===== config.mk =====
export PLATFORM = sky130hd
export DESIGN_NAME = hue_diversity_histogram_unit
export DESIGN_NICKNAME = d
export VERILOG_FILES = /design/src/hdl/hdh_pkg.sv /design/src/hdl/hue_diversity_histogram_unit.sv /design/src/hdl/hdh_classify.sv /design/src/hdl/hdh_accum.sv /design/src/hdl/hdh_evaluate.sv
export SDC_FILE = /design/constraint.sdc
export NUM_CORES = 2
export LEC_CHECK = 0
export ABC_AREA = 1
export BUFFER_PORTS_ARGS = -buffer_cell sky130_fd_sc_hd__buf_2
export CORE_AREA = 4 4 371 373
export DETAILED_ROUTE_END_ITERATION = 10
export DIE_AREA = 0 0 375 377
export PLACE_DENSITY_LB_ADDON = 0.3
export SYNTH_ARGS = -nofsm -noshare
export SYNTH_HDL_FRONTEND = slang
export SYNTH_SLANG_ARGS = --single-unit

===== constraint.sdc =====
create_clock -name clk_i -period 16.35 [get_ports clk_i]
set_input_delay 4.0875 -clock clk_i [delete_from_list [all_inputs] [get_ports clk_i]]
set_output_delay 4.0875 -clock clk_i [all_outputs]
set_load 0.1 [all_outputs]

===== src/hdl/hdh_pkg.sv =====
// Shared types, constants and helpers of the hue diversity histogram unit.
`default_nettype none
package hdh_pkg;

  // Counter geometry
  localparam int unsigned COUNT_BITS = 23;
  localparam int unsigned NUM_BINS   = 8;
  localparam int unsigned BIN_W      = $clog2(NUM_BINS);
  localparam int unsigned POP_W      = $clog2(NUM_BINS + 1);
  localparam int unsigned KEPT_OUT_W = 23;
  localparam logic [COUNT_BITS-1:0] CNT_MAX = {COUNT_BITS{1'b1}};

  // Register widths and the scaled share product
  localparam int unsigned CH_W    = 8;
  localparam int unsigned SHARE_W = 7;
  localparam int unsigned MINP_W  = 4;
  localparam int unsigned PROD_W  = COUNT_BITS + SHARE_W;
  localparam int unsigned PCT_SCALE = 100;

  // BT.601 luma weights, sum over 1000
  localparam int unsigned LUMA_W   = 18;
  localparam int unsigned LUMA_R   = 299;
  localparam int unsigned LUMA_G   = 587;
  localparam int unsigned LUMA_B   = 114;
  localparam int unsigned LUMA_DIV = 1000;

  // Configuration port
  localparam int unsigned CFG_IDX_W  = 3;
  localparam int unsigned CFG_DATA_W = 8;
  localparam logic [CFG_IDX_W-1:0] REG_ALPHA_FLOOR   = 3'd0;
  localparam logic [CFG_IDX_W-1:0] REG_LUMA_LOW      = 3'd1;
  localparam logic [CFG_IDX_W-1:0] REG_LUMA_HIGH     = 3'd2;
  localparam logic [CFG_IDX_W-1:0] REG_CHROMA_FLOOR  = 3'd3;
  localparam logic [CFG_IDX_W-1:0] REG_SHARE_PERCENT = 3'd4;
  localparam logic [CFG_IDX_W-1:0] REG_MIN_POPULATED = 3'd5;

  localparam logic [CH_W-1:0]    RST_ALPHA_FLOOR   = 8'd16;
  localparam logic [CH_W-1:0]    RST_LUMA_LOW      = 8'd32;
  localparam logic [CH_W-1:0]    RST_LUMA_HIGH     = 8'd224;
  localparam logic [CH_W-1:0]    RST_CHROMA_FLOOR  = 8'd16;
  localparam logic [SHARE_W-1:0] RST_SHARE_PERCENT = 7'd5;
  localparam logic [MINP_W-1:0]  RST_MIN_POPULATED = 4'd3;

  typedef struct packed {
    logic [CH_W-1:0]    alpha_floor;
    logic [CH_W-1:0]    luma_low;
    logic [CH_W-1:0]    luma_high;
    logic [CH_W-1:0]    chroma_floor;
    logic [SHARE_W-1:0] share_percent;
    logic [MINP_W-1:0]  min_populated;
  } cfg_t;

  typedef struct packed {
    logic [CH_W-1:0] red;
    logic [CH_W-1:0] green;
    logic [CH_W-1:0] blue;
    logic [CH_W-1:0] alpha;
    logic            last;
  } pixel_t;

  typedef struct packed {
    logic             keep;
    logic [BIN_W-1:0] bin;
  } class_t;

  typedef struct packed {
    logic [NUM_BINS-1:0][COUNT_BITS-1:0] counts;
    logic [COUNT_BITS-1:0]               kept;
  } snap_t;

  function automatic logic [COUNT_BITS-1:0] sat_inc(input logic [COUNT_BITS-1:0] v);
    return (v == CNT_MAX) ? v : v + 1'b1;
  endfunction

endpackage
`default_nettype wire


===== src/hdl/hue_diversity_histogram_unit.sv =====
// Top level of the hue diversity histogram unit.
// Takes one RGBA pixel per clock unless stalled. Each pixel that passes the
// alpha, luma window and chroma filters adds one to one of eight 45-degree
// hue bins and to a kept count (all counters saturate). The transaction
// that carries last_pixel ends the image: its result (diverse,
// populated_bins, kept_pixels) appears on the output channel after passing
// the input register, classify, counter update, snapshot, share product,
// threshold compare and result register, and the counters restart for the
// next image at once. The sustained rate is one pixel per cycle when not
// stalled, set by the counter update. The input side stalls only when the
// output is held off, four results are already waiting (snapshot, two
// evaluation stages, result register), a further last pixel sits in the
// counter stage and the input register is full. Registers are written
// through cfg_we_i / cfg_idx_i / cfg_data_i, one per cycle; write them only
// while no pixel is in flight. Indexes beyond the list are ignored.
`default_nettype none
module hue_diversity_histogram_unit (
  input  logic                              clk_i,
  input  logic                              rst_ni,
  // configuration
  input  logic                              cfg_we_i,
  input  logic [hdh_pkg::CFG_IDX_W-1:0]     cfg_idx_i,
  input  logic [hdh_pkg::CFG_DATA_W-1:0]    cfg_data_i,
  // pixel channel
  input  logic                              in_valid_i,
  output logic                              in_stall_o,
  input  logic [hdh_pkg::CH_W-1:0]          red_i,
  input  logic [hdh_pkg::CH_W-1:0]          green_i,
  input  logic [hdh_pkg::CH_W-1:0]          blue_i,
  input  logic [hdh_pkg::CH_W-1:0]          alpha_i,
  input  logic                              last_pixel_i,
  // result channel
  output logic                              out_valid_o,
  input  logic                              out_stall_i,
  output logic                              diverse_o,
  output logic [hdh_pkg::POP_W-1:0]         populated_bins_o,
  output logic [hdh_pkg::KEPT_OUT_W-1:0]    kept_pixels_o
);
  import hdh_pkg::*;

  cfg_t   cfg_q;
  pixel_t s1_px_q;
  logic   s1_v_q, s1_ready, in_accept;
  class_t s1_class;
  logic   acc_ready;
  logic   snap_valid, snap_ready;
  snap_t  snap;

  // register file, values masked to register width
  always_ff @(posedge clk_i or negedge rst_ni) begin
    if (!rst_ni) begin
      cfg_q.alpha_floor   <= RST_ALPHA_FLOOR;
      cfg_q.luma_low      <= RST_LUMA_LOW;
      cfg_q.luma_high     <= RST_LUMA_HIGH;
      cfg_q.chroma_floor  <= RST_CHROMA_FLOOR;
      cfg_q.share_percent <= RST_SHARE_PERCENT;
      cfg_q.min_populated <= RST_MIN_POPULATED;
    end else if (cfg_we_i) begin
      unique case (cfg_idx_i)
        REG_ALPHA_FLOOR:   cfg_q.alpha_floor   <= cfg_data_i;
        REG_LUMA_LOW:      cfg_q.luma_low      <= cfg_data_i;
        REG_LUMA_HIGH:     cfg_q.luma_high     <= cfg_data_i;
        REG_CHROMA_FLOOR:  cfg_q.chroma_floor  <= cfg_data_i;
        REG_SHARE_PERCENT: cfg_q.share_percent <= cfg_data_i[SHARE_W-1:0];
        REG_MIN_POPULATED: cfg_q.min_populated <= cfg_data_i[MINP_W-1:0];
        default: ;
      endcase
    end
  end

  // input register; it drains whenever the counter stage can take it
  assign s1_ready   = !s1_v_q || acc_ready;
  assign in_stall_o = !s1_ready;
  assign in_accept  = in_valid_i && s1_ready;

  always_ff @(posedge clk_i or negedge rst_ni) begin
    if (!rst_ni) begin
      s1_v_q <= 1'b0;
    end else if (s1_ready) begin
      s1_v_q <= in_valid_i;
    end
  end

  always_ff @(posedge clk_i) begin
    if (in_accept) begin
      s1_px_q.red   <= red_i;
      s1_px_q.green <= green_i;
      s1_px_q.blue  <= blue_i;
      s1_px_q.alpha <= alpha_i;
      s1_px_q.last  <= last_pixel_i;
    end
  end

  hdh_classify u_classify (
    .px_i    (s1_px_q),
    .cfg_i   (cfg_q),
    .class_o (s1_class)
  );

  hdh_accum u_accum (
    .clk_i        (clk_i),
    .rst_ni       (rst_ni),
    .px_valid_i   (s1_v_q),
    .px_ready_o   (acc_ready),
    .px_class_i   (s1_class),
    .px_last_i    (s1_px_q.last),
    .snap_valid_o (snap_valid),
    .snap_ready_i (snap_ready),
    .snap_o       (snap)
  );

  hdh_evaluate u_evaluate (
    .clk_i            (clk_i),
    .rst_ni           (rst_ni),
    .cfg_i            (cfg_q),
    .snap_valid_i     (snap_valid),
    .snap_ready_o     (snap_ready),
    .snap_i           (snap),
    .out_valid_o      (out_valid_o),
    .out_stall_i      (out_stall_i),
    .diverse_o        (diverse_o),
    .populated_bins_o (populated_bins_o),
    .kept_pixels_o    (kept_pixels_o)
  );

endmodule
`default_nettype wire


===== src/hdl/hdh_classify.sv =====
// Pixel filter and hue bin selection, purely combinational.
`default_nettype none
module hdh_classify (
  input  hdh_pkg::pixel_t px_i,
  input  hdh_pkg::cfg_t   cfg_i,
  output hdh_pkg::class_t class_o
);
  import hdh_pkg::*;

  localparam int unsigned NUM_W = 14;
  localparam int unsigned THR_W = 13;

  logic [LUMA_W-1:0] luma_sum, lo_lim, hi_lim;
  logic [CH_W-1:0]   mx, mn, d;
  logic              red_max, green_max;
  logic              alpha_ok, luma_ok, chroma_ok;
  logic [NUM_W-1:0]  num, d14, r4, g4, b4;
  logic [THR_W-1:0]  three_d;
  logic [BIN_W-1:0]  bin;

  // luma in [low, high] <=> low*1000 <= sum < (high+1)*1000
  assign luma_sum = LUMA_W'(px_i.red)   * LUMA_W'(LUMA_R)
                  + LUMA_W'(px_i.green) * LUMA_W'(LUMA_G)
                  + LUMA_W'(px_i.blue)  * LUMA_W'(LUMA_B);
  assign lo_lim = LUMA_W'(cfg_i.luma_low) * LUMA_W'(LUMA_DIV);
  assign hi_lim = (LUMA_W'(cfg_i.luma_high) + 1'b1) * LUMA_W'(LUMA_DIV);
  assign luma_ok = (luma_sum >= lo_lim) && (luma_sum < hi_lim);

  assign red_max   = (px_i.red >= px_i.green) && (px_i.red >= px_i.blue);
  assign green_max = !red_max && (px_i.green >= px_i.blue);

  always_comb begin
    mx = px_i.red;
    if (px_i.green > mx) mx = px_i.green;
    if (px_i.blue > mx)  mx = px_i.blue;
    mn = px_i.red;
    if (px_i.green < mn) mn = px_i.green;
    if (px_i.blue < mn)  mn = px_i.blue;
  end

  assign d         = mx - mn;
  assign alpha_ok  = px_i.alpha >= cfg_i.alpha_floor;
  assign chroma_ok = d >= cfg_i.chroma_floor;

  assign d14 = NUM_W'(d);
  assign r4  = NUM_W'(px_i.red)   << 2;
  assign g4  = NUM_W'(px_i.green) << 2;
  assign b4  = NUM_W'(px_i.blue)  << 2;

  // Hue numerator in sixtieths scaled by 4/3 per bin; never negative, so
  // modular arithmetic gives the true value.
  always_comb begin
    priority if (red_max) begin
      num = ((px_i.green >= px_i.blue) ? '0 : NUM_W'(24) * d14) + g4 - b4;
    end else if (green_max) begin
      num = NUM_W'(8) * d14 + b4 - r4;
    end else begin
      num = NUM_W'(16) * d14 + r4 - g4;
    end
  end

  // bin = min(7, num / 3d) as a count of crossed thresholds k*3d
  assign three_d = THR_W'(d) * THR_W'(3);
  always_comb begin
    bin = '0;
    for (int k = 1; k < NUM_BINS; k++) begin
      if (num >= NUM_W'(THR_W'(k) * three_d)) bin = bin + 1'b1;
    end
    if (d == '0) bin = '0;
  end

  assign class_o.keep = alpha_ok && luma_ok && chroma_ok;
  assign class_o.bin  = bin;

endmodule
`default_nettype wire


===== src/hdl/hdh_accum.sv =====
// Hue bin and kept counters, with a snapshot register for the image end.
`default_nettype none
module hdh_accum (
  input  logic            clk_i,
  input  logic            rst_ni,
  input  logic            px_valid_i,
  output logic            px_ready_o,
  input  hdh_pkg::class_t px_class_i,
  input  logic            px_last_i,
  output logic            snap_valid_o,
  input  logic            snap_ready_i,
  output hdh_pkg::snap_t  snap_o
);
  import hdh_pkg::*;

  logic   s2_v_q, s2_last_q, s2_ready, s2_fire;
  class_t s2_class_q;
  logic   s3_v_q, s3_ready;
  snap_t  snap_q;

  logic [NUM_BINS-1:0][COUNT_BITS-1:0] cnt_q, cnt_upd;
  logic [COUNT_BITS-1:0]               kept_q, kept_upd;

  assign s3_ready   = !s3_v_q || snap_ready_i;
  assign s2_ready   = !s2_v_q || !s2_last_q || s3_ready;
  assign s2_fire    = s2_v_q && s2_ready;
  assign px_ready_o = s2_ready;

  always_ff @(posedge clk_i or negedge rst_ni) begin
    if (!rst_ni) begin
      s2_v_q <= 1'b0;
    end else if (s2_ready) begin
      s2_v_q <= px_valid_i;
    end
  end

  always_ff @(posedge clk_i) begin
    if (s2_ready && px_valid_i) begin
      s2_class_q <= px_class_i;
      s2_last_q  <= px_last_i;
    end
  end

  always_comb begin
    cnt_upd  = cnt_q;
    kept_upd = kept_q;
    if (s2_class_q.keep) begin
      cnt_upd[s2_class_q.bin] = sat_inc(cnt_q[s2_class_q.bin]);
      kept_upd                = sat_inc(kept_q);
    end
  end

  // A last pixel hands the updated totals to the snapshot and restarts.
  always_ff @(posedge clk_i or negedge rst_ni) begin
    if (!rst_ni) begin
      cnt_q  <= '0;
      kept_q <= '0;
    end else if (s2_fire) begin
      if (s2_last_q) begin
        cnt_q  <= '0;
        kept_q <= '0;
      end else begin
        cnt_q  <= cnt_upd;
        kept_q <= kept_upd;
      end
    end
  end

  always_ff @(posedge clk_i or negedge rst_ni) begin
    if (!rst_ni) begin
      s3_v_q <= 1'b0;
    end else begin
      s3_v_q <= (s2_fire && s2_last_q) || (s3_v_q && !snap_ready_i);
    end
  end

  always_ff @(posedge clk_i) begin
    if (s2_fire && s2_last_q) begin
      snap_q.counts <= cnt_upd;
      snap_q.kept   <= kept_upd;
    end
  end

  assign snap_valid_o = s3_v_q;
  assign snap_o       = snap_q;

  a_clear_after_last: assert property (@(posedge clk_i) disable iff (!rst_ni)
    s2_fire && s2_last_q |=> (kept_q == '0) && (cnt_q == '0))
    else $error("counters not cleared after image end");

  a_snap_hold: assert property (@(posedge clk_i) disable iff (!rst_ni)
    s3_v_q && !snap_ready_i |=> s3_v_q && $stable(snap_q))
    else $error("pending snapshot lost or changed");

  a_last_waits: assert property (@(posedge clk_i) disable iff (!rst_ni)
    s2_v_q && s2_last_q && !s3_ready |=> s2_v_q && s2_last_q && $stable(kept_q))
    else $error("last pixel retired while snapshot slot busy");

endmodule
`default_nettype wire


===== src/hdl/hdh_evaluate.sv =====
// Share threshold compare, bin population count and result register.
`default_nettype none
module hdh_evaluate (
  input  logic                        clk_i,
  input  logic                        rst_ni,
  input  hdh_pkg::cfg_t               cfg_i,
  input  logic                        snap_valid_i,
  output logic                        snap_ready_o,
  input  hdh_pkg::snap_t              snap_i,
  output logic                        out_valid_o,
  input  logic                        out_stall_i,
  output logic                        diverse_o,
  output logic [hdh_pkg::POP_W-1:0]   populated_bins_o,
  output logic [hdh_pkg::KEPT_OUT_W-1:0] kept_pixels_o
);
  import hdh_pkg::*;

  // stage 4: scaled counts and share product
  logic                              s4_v_q, s4_ready;
  logic [NUM_BINS-1:0][PROD_W-1:0]   scaled_q;
  logic [PROD_W-1:0]                 prod_q;
  logic [COUNT_BITS-1:0]             s4_kept_q;
  // stage 5: populated flags
  logic                              s5_v_q, s5_ready;
  logic [NUM_BINS-1:0]               flags_q;
  logic [COUNT_BITS-1:0]             s5_kept_q;
  // result register
  logic                              out_v_q, out_ready;
  logic                              diverse_q;
  logic [POP_W-1:0]                  pop_q, pop;
  logic [COUNT_BITS+KEPT_OUT_W-1:0]  kept_ext;
  logic [KEPT_OUT_W-1:0]             kept_out_q;

  assign out_ready    = !out_v_q || !out_stall_i;
  assign s5_ready     = !s5_v_q || out_ready;
  assign s4_ready     = !s4_v_q || s5_ready;
  assign snap_ready_o = s4_ready;

  always_ff @(posedge clk_i or negedge rst_ni) begin
    if (!rst_ni) begin
      s4_v_q  <= 1'b0;
      s5_v_q  <= 1'b0;
      out_v_q <= 1'b0;
    end else begin
      if (s4_ready)  s4_v_q  <= snap_valid_i;
      if (s5_ready)  s5_v_q  <= s4_v_q;
      if (out_ready) out_v_q <= s5_v_q;
    end
  end

  // count > floor(kept*share/100)  <=>  100*count > kept*share
  always_ff @(posedge clk_i) begin
    if (s4_ready && snap_valid_i) begin
      for (int i = 0; i < NUM_BINS; i++) begin
        scaled_q[i] <= PROD_W'(snap_i.counts[i]) * PROD_W'(PCT_SCALE);
      end
      prod_q    <= PROD_W'(snap_i.kept) * PROD_W'(cfg_i.share_percent);
      s4_kept_q <= snap_i.kept;
    end
  end

  always_ff @(posedge clk_i) begin
    if (s5_ready && s4_v_q) begin
      for (int i = 0; i < NUM_BINS; i++) begin
        flags_q[i] <= scaled_q[i] > prod_q;
      end
      s5_kept_q <= s4_kept_q;
    end
  end

  always_comb begin
    pop = '0;
    for (int i = 0; i < NUM_BINS; i++) begin
      pop = pop + POP_W'(flags_q[i]);
    end
  end

  assign kept_ext = {{KEPT_OUT_W{1'b0}}, s5_kept_q};

  always_ff @(posedge clk_i) begin
    if (out_ready && s5_v_q) begin
      pop_q      <= pop;
      diverse_q  <= (s5_kept_q != '0) && (pop >= cfg_i.min_populated);
      kept_out_q <= kept_ext[KEPT_OUT_W-1:0];
    end
  end

  assign out_valid_o      = out_v_q;
  assign diverse_o        = diverse_q;
  assign populated_bins_o = pop_q;
  assign kept_pixels_o    = kept_out_q;

  a_pop_range: assert property (@(posedge clk_i) disable iff (!rst_ni)
    out_v_q |-> pop_q <= POP_W'(NUM_BINS))
    else $error("populated bin count out of range");

  a_s4_hold: assert property (@(posedge clk_i) disable iff (!rst_ni)
    s4_v_q && !s5_ready |=> s4_v_q && $stable(prod_q) && $stable(s4_kept_q))
    else $error("stalled share product changed");

endmodule
`default_nettype wire

==> results.md <==
- Post-DP HPWL: 153300 um
- Max_slew headroom: between 10% and 20%
- Achievable Freq: between 80 and 90 MHz
- Tmin final: around 12000 ps
- Share of cells above drive strength 1: around 5.0%
- Final worst-path cycle share: between 70% and 80%
- Finished Cell Area: 79350 um^2
- Count leader, synth: inv_1
- CP Capture Type: flop
- Leading area contributor after synthesis: edfxtp_1
- Pre-CTS WS: 4252 ps
- First-pass GRT wire length: approximately 310000 um
- Mapped Nets: between 9000 and 10000
- Top_reg_cell synth: edfxtp_1
- Largest net degree at the start of global routing: between 100 and 150
- NumNets Final: 9719
- Min-delay worst type: flop to flop
- Placeable Area: between 100000 and 150000 um^2
- Critical-path top delay cell: xnor2_1
- Post-CTS Repair Setup Buffers: 0
- Post_cts resized: 0
- Critical path fanouts, max: 18
- Clock buffer count from CTS: a little under 100
- Drt wl/cell: 20.13 um
- Final Hold Fails: 0
- Layout Cells excl Fill: between 9000 and 10000
- Drt total wl: 198100 um
- Setup TNS: 0 ps
- Max Cap Viol: 0
- Root buffer cell: clkbuf_16
- Ys Warns: 0
- Status: finished clean
- H-tree depth: 3
- WP data required: between 15000 and 20000 ps
- CP Data Arrival Time: about 12000 ps
- Synth Area per Inst: 9.326 um^2
- Area added between synthesis and finish: 8.239%
- Least-Margin Pin Slew: approximately 1200 ps
- CTS tree: yes
- ANT nets after route: 0
- Site row count: around 140
- Drc violations: 0
- DRT Pass-1 Iters: 7
- Max-slew violations: 0
- Synthesized flop and latch total: between 800 and 900
- Number of setup violations in the final report: 0
- Post-synth top cells: 1750 x inv_1, 1298 x ha_1, 1066 x nand2_1
- Starting Density: 54.45%
- CTS Buffer Depth: 3
- Cell variety after synth: roughly 70
- RSZ-0062 raised after global routing: no
- I/O pins: around 80
- Asr flop ratio synth: between 30% and 40%
- Post-CTS Hold Fix Bufs: 0
- EDFF count, synth: 581
- Synth Instances: 7861
- Placed instance count: 9657
- Post-synthesis sequential area ratio: about 33%
- Synthesized area: 73310 um^2
- Initial antenna violation count: 16
- CP startpoint kind: flop
- CTS clk-pin slew, worst paths: 60 ps
- Die Ht: 377 um
- RePlAce Congestion: approximately 0.94
- Crit-path max cell delay: between 600 and 700 ps
- Via/cell ratio: about 5.6
- Initial DRC Count: roughly 4200
- Clk_skew: around 45 ps
- Vias: ~55000
- Filler cells: 11469
- Synth top area cells: edfxtp_1 24%, ha_1 22%, fa_1 11%
- Gr ovfl total: 0
- Synth top area share: a little under a quarter
- Clock latency on the worst-skew pair: about 730 ps
- Clk sinks: approximately 840
- Overall routing resource usage: roughly 28%
- CP most frequent cell: nand2_1
- WS Path Type: flop to flop
- Die ar.: around 140000 um^2
- I/O Buffers: 78
- Vias in the first global route: between 50000 and 60000
- Dpl cell area: about 76000 um^2
- Chip width: between 300 and 400 um
- Post-route setup slack: 4330 ps
==> logic make-up (layout without fill, tap and decap cells) <==
family	Yosys count	in the layout	synth area share [%]
and+or+nand+nor	1667	1667	9.503
xor gates and xnor gates	362	362	4.443
other	0	5	0
buffers and inverters	1898	2094	9.790
adders and majority gates	1694	1694	32.97
AOI/OAI and AO/OA	1403	1403	10.74
DFF	837	837	32.56
==> layout by cell type, fill, tap and decap left out, types with 31 or more instances in the layout <==
| cell | instances |
|---|---|
| nand2_1 | 1065 |
| o21bai_1 | 34 |
| o22ai_1 | 66 |
| ha_1 | 1298 |
| a21oi_1 | 591 |
| clkbuf_16 | 99 |
| dfrtp_1 | 246 |
| nor3_1 | 42 |
| nand4_1 | 47 |
| xor2_1 | 259 |
| o21ai_0 | 466 |
| edfxtp_1 | 581 |
| buf_2 | 77 |
| o221ai_1 | 31 |
| buf_4 | 62 |
| inv_1 | 1747 |
| fa_1 | 396 |
| nor2_1 | 255 |
| xnor2_1 | 93 |
| o21ai_1 | 37 |
| nand3_1 | 160 |
==> critical path, delay by kind of cell, from the launching register on <==
family / cells / cell delay (ps)
compound gates: 11 / 2380
simple gates: 25 / 2860
fa+ha+maj: 12 / 3510
buf+inv: 12 / 1520
flops: 1 / 540
xor+xnor: 3 / 950
==> metrics by stage <==
stage | hold WS [ps] | utilization, %
2_1_floorplan | 400.3 | -
3_3_place_gp | 401.2 | 56.44
3_5_place_dp | 404.5 | 56.44
4_1_cts | 417.8 | 58.93
5_1_grt | 422.3 | 58.93
6_report | 417.5 | 58.94
==> layout make-up <==
cell class	instances	area (um^2)	share of cell area (%)
Antenna cell	5	12.51	0.01577
Clock buffer	130	2684	3.382
Clock inverter	51	673.1	0.8484
Inverter	1772	6664	8.398
Multi-Input combinational cell	5126	42330	53.35
Sequential cell	837	23870	30.08
Tap cell	1781	2228	2.808
Timing Repair Buffer	141	885.9	1.116
==> sequential cells by signal (all words and copies together), names as in the netlist, 4 cells and up <==
name	count
u_evaluate.scaled_q	224
u_accum.snap_o	207
u_accum.cnt_q	184
cfg_q	43
s1_px_q	33
u_evaluate.prod_q	30
u_accum.kept_q	23
u_evaluate.kept_pixels_o	23
u_evaluate.s4_kept_q	23
u_evaluate.s5_kept_q	23
u_evaluate.flags_q	8
u_accum.s2_class_q	4
u_evaluate.populated_bins_o	4
==> path summary, 6_finish.rpt <==
| kind | start | to | slack (ps) | cells past startpoint |
|---|---|---|---|---|
| hold reg to reg | u_evaluate.s4_kept_q[0] | u_evaluate.s5_kept_q[0] | 420 | 0 |
| max in group asynchronous | rst_ni | u_accum.cnt_q[48] | 11360 | 2 |
| setup reg to reg | s1_px_q[25] | u_accum.s2_class_q[1] | 4330 | 63 |
| setup / recovery | s1_px_q[25] | u_accum.s2_class_q[1] | 4330 | 63 |
| min in group asynchronous | rst_ni | cfg_q[37] | 3450 | 1 |
| hold / removal | u_evaluate.s4_kept_q[0] | u_evaluate.s5_kept_q[0] | 420 | 0 |
==> routing by layer <==
| layer | track usage [%] | vias to the layer above | share of wire (%) |
|---|---|---|---|
| met5 | 0 | - | 0.0066 |
| met1 | 37.00 | 26299 | 41 |
| li1 | - | 26114 | - |
| met3 | 4.515 | 415 | 7.6 |
| met4 | 10.38 | 2 | 4.1 |
| met2 | 47.47 | 1913 | 47 |
Power is left out: the tool's default activity adds up to more than one toggle a clock period on the data nets, which glitch-free logic cannot reach.
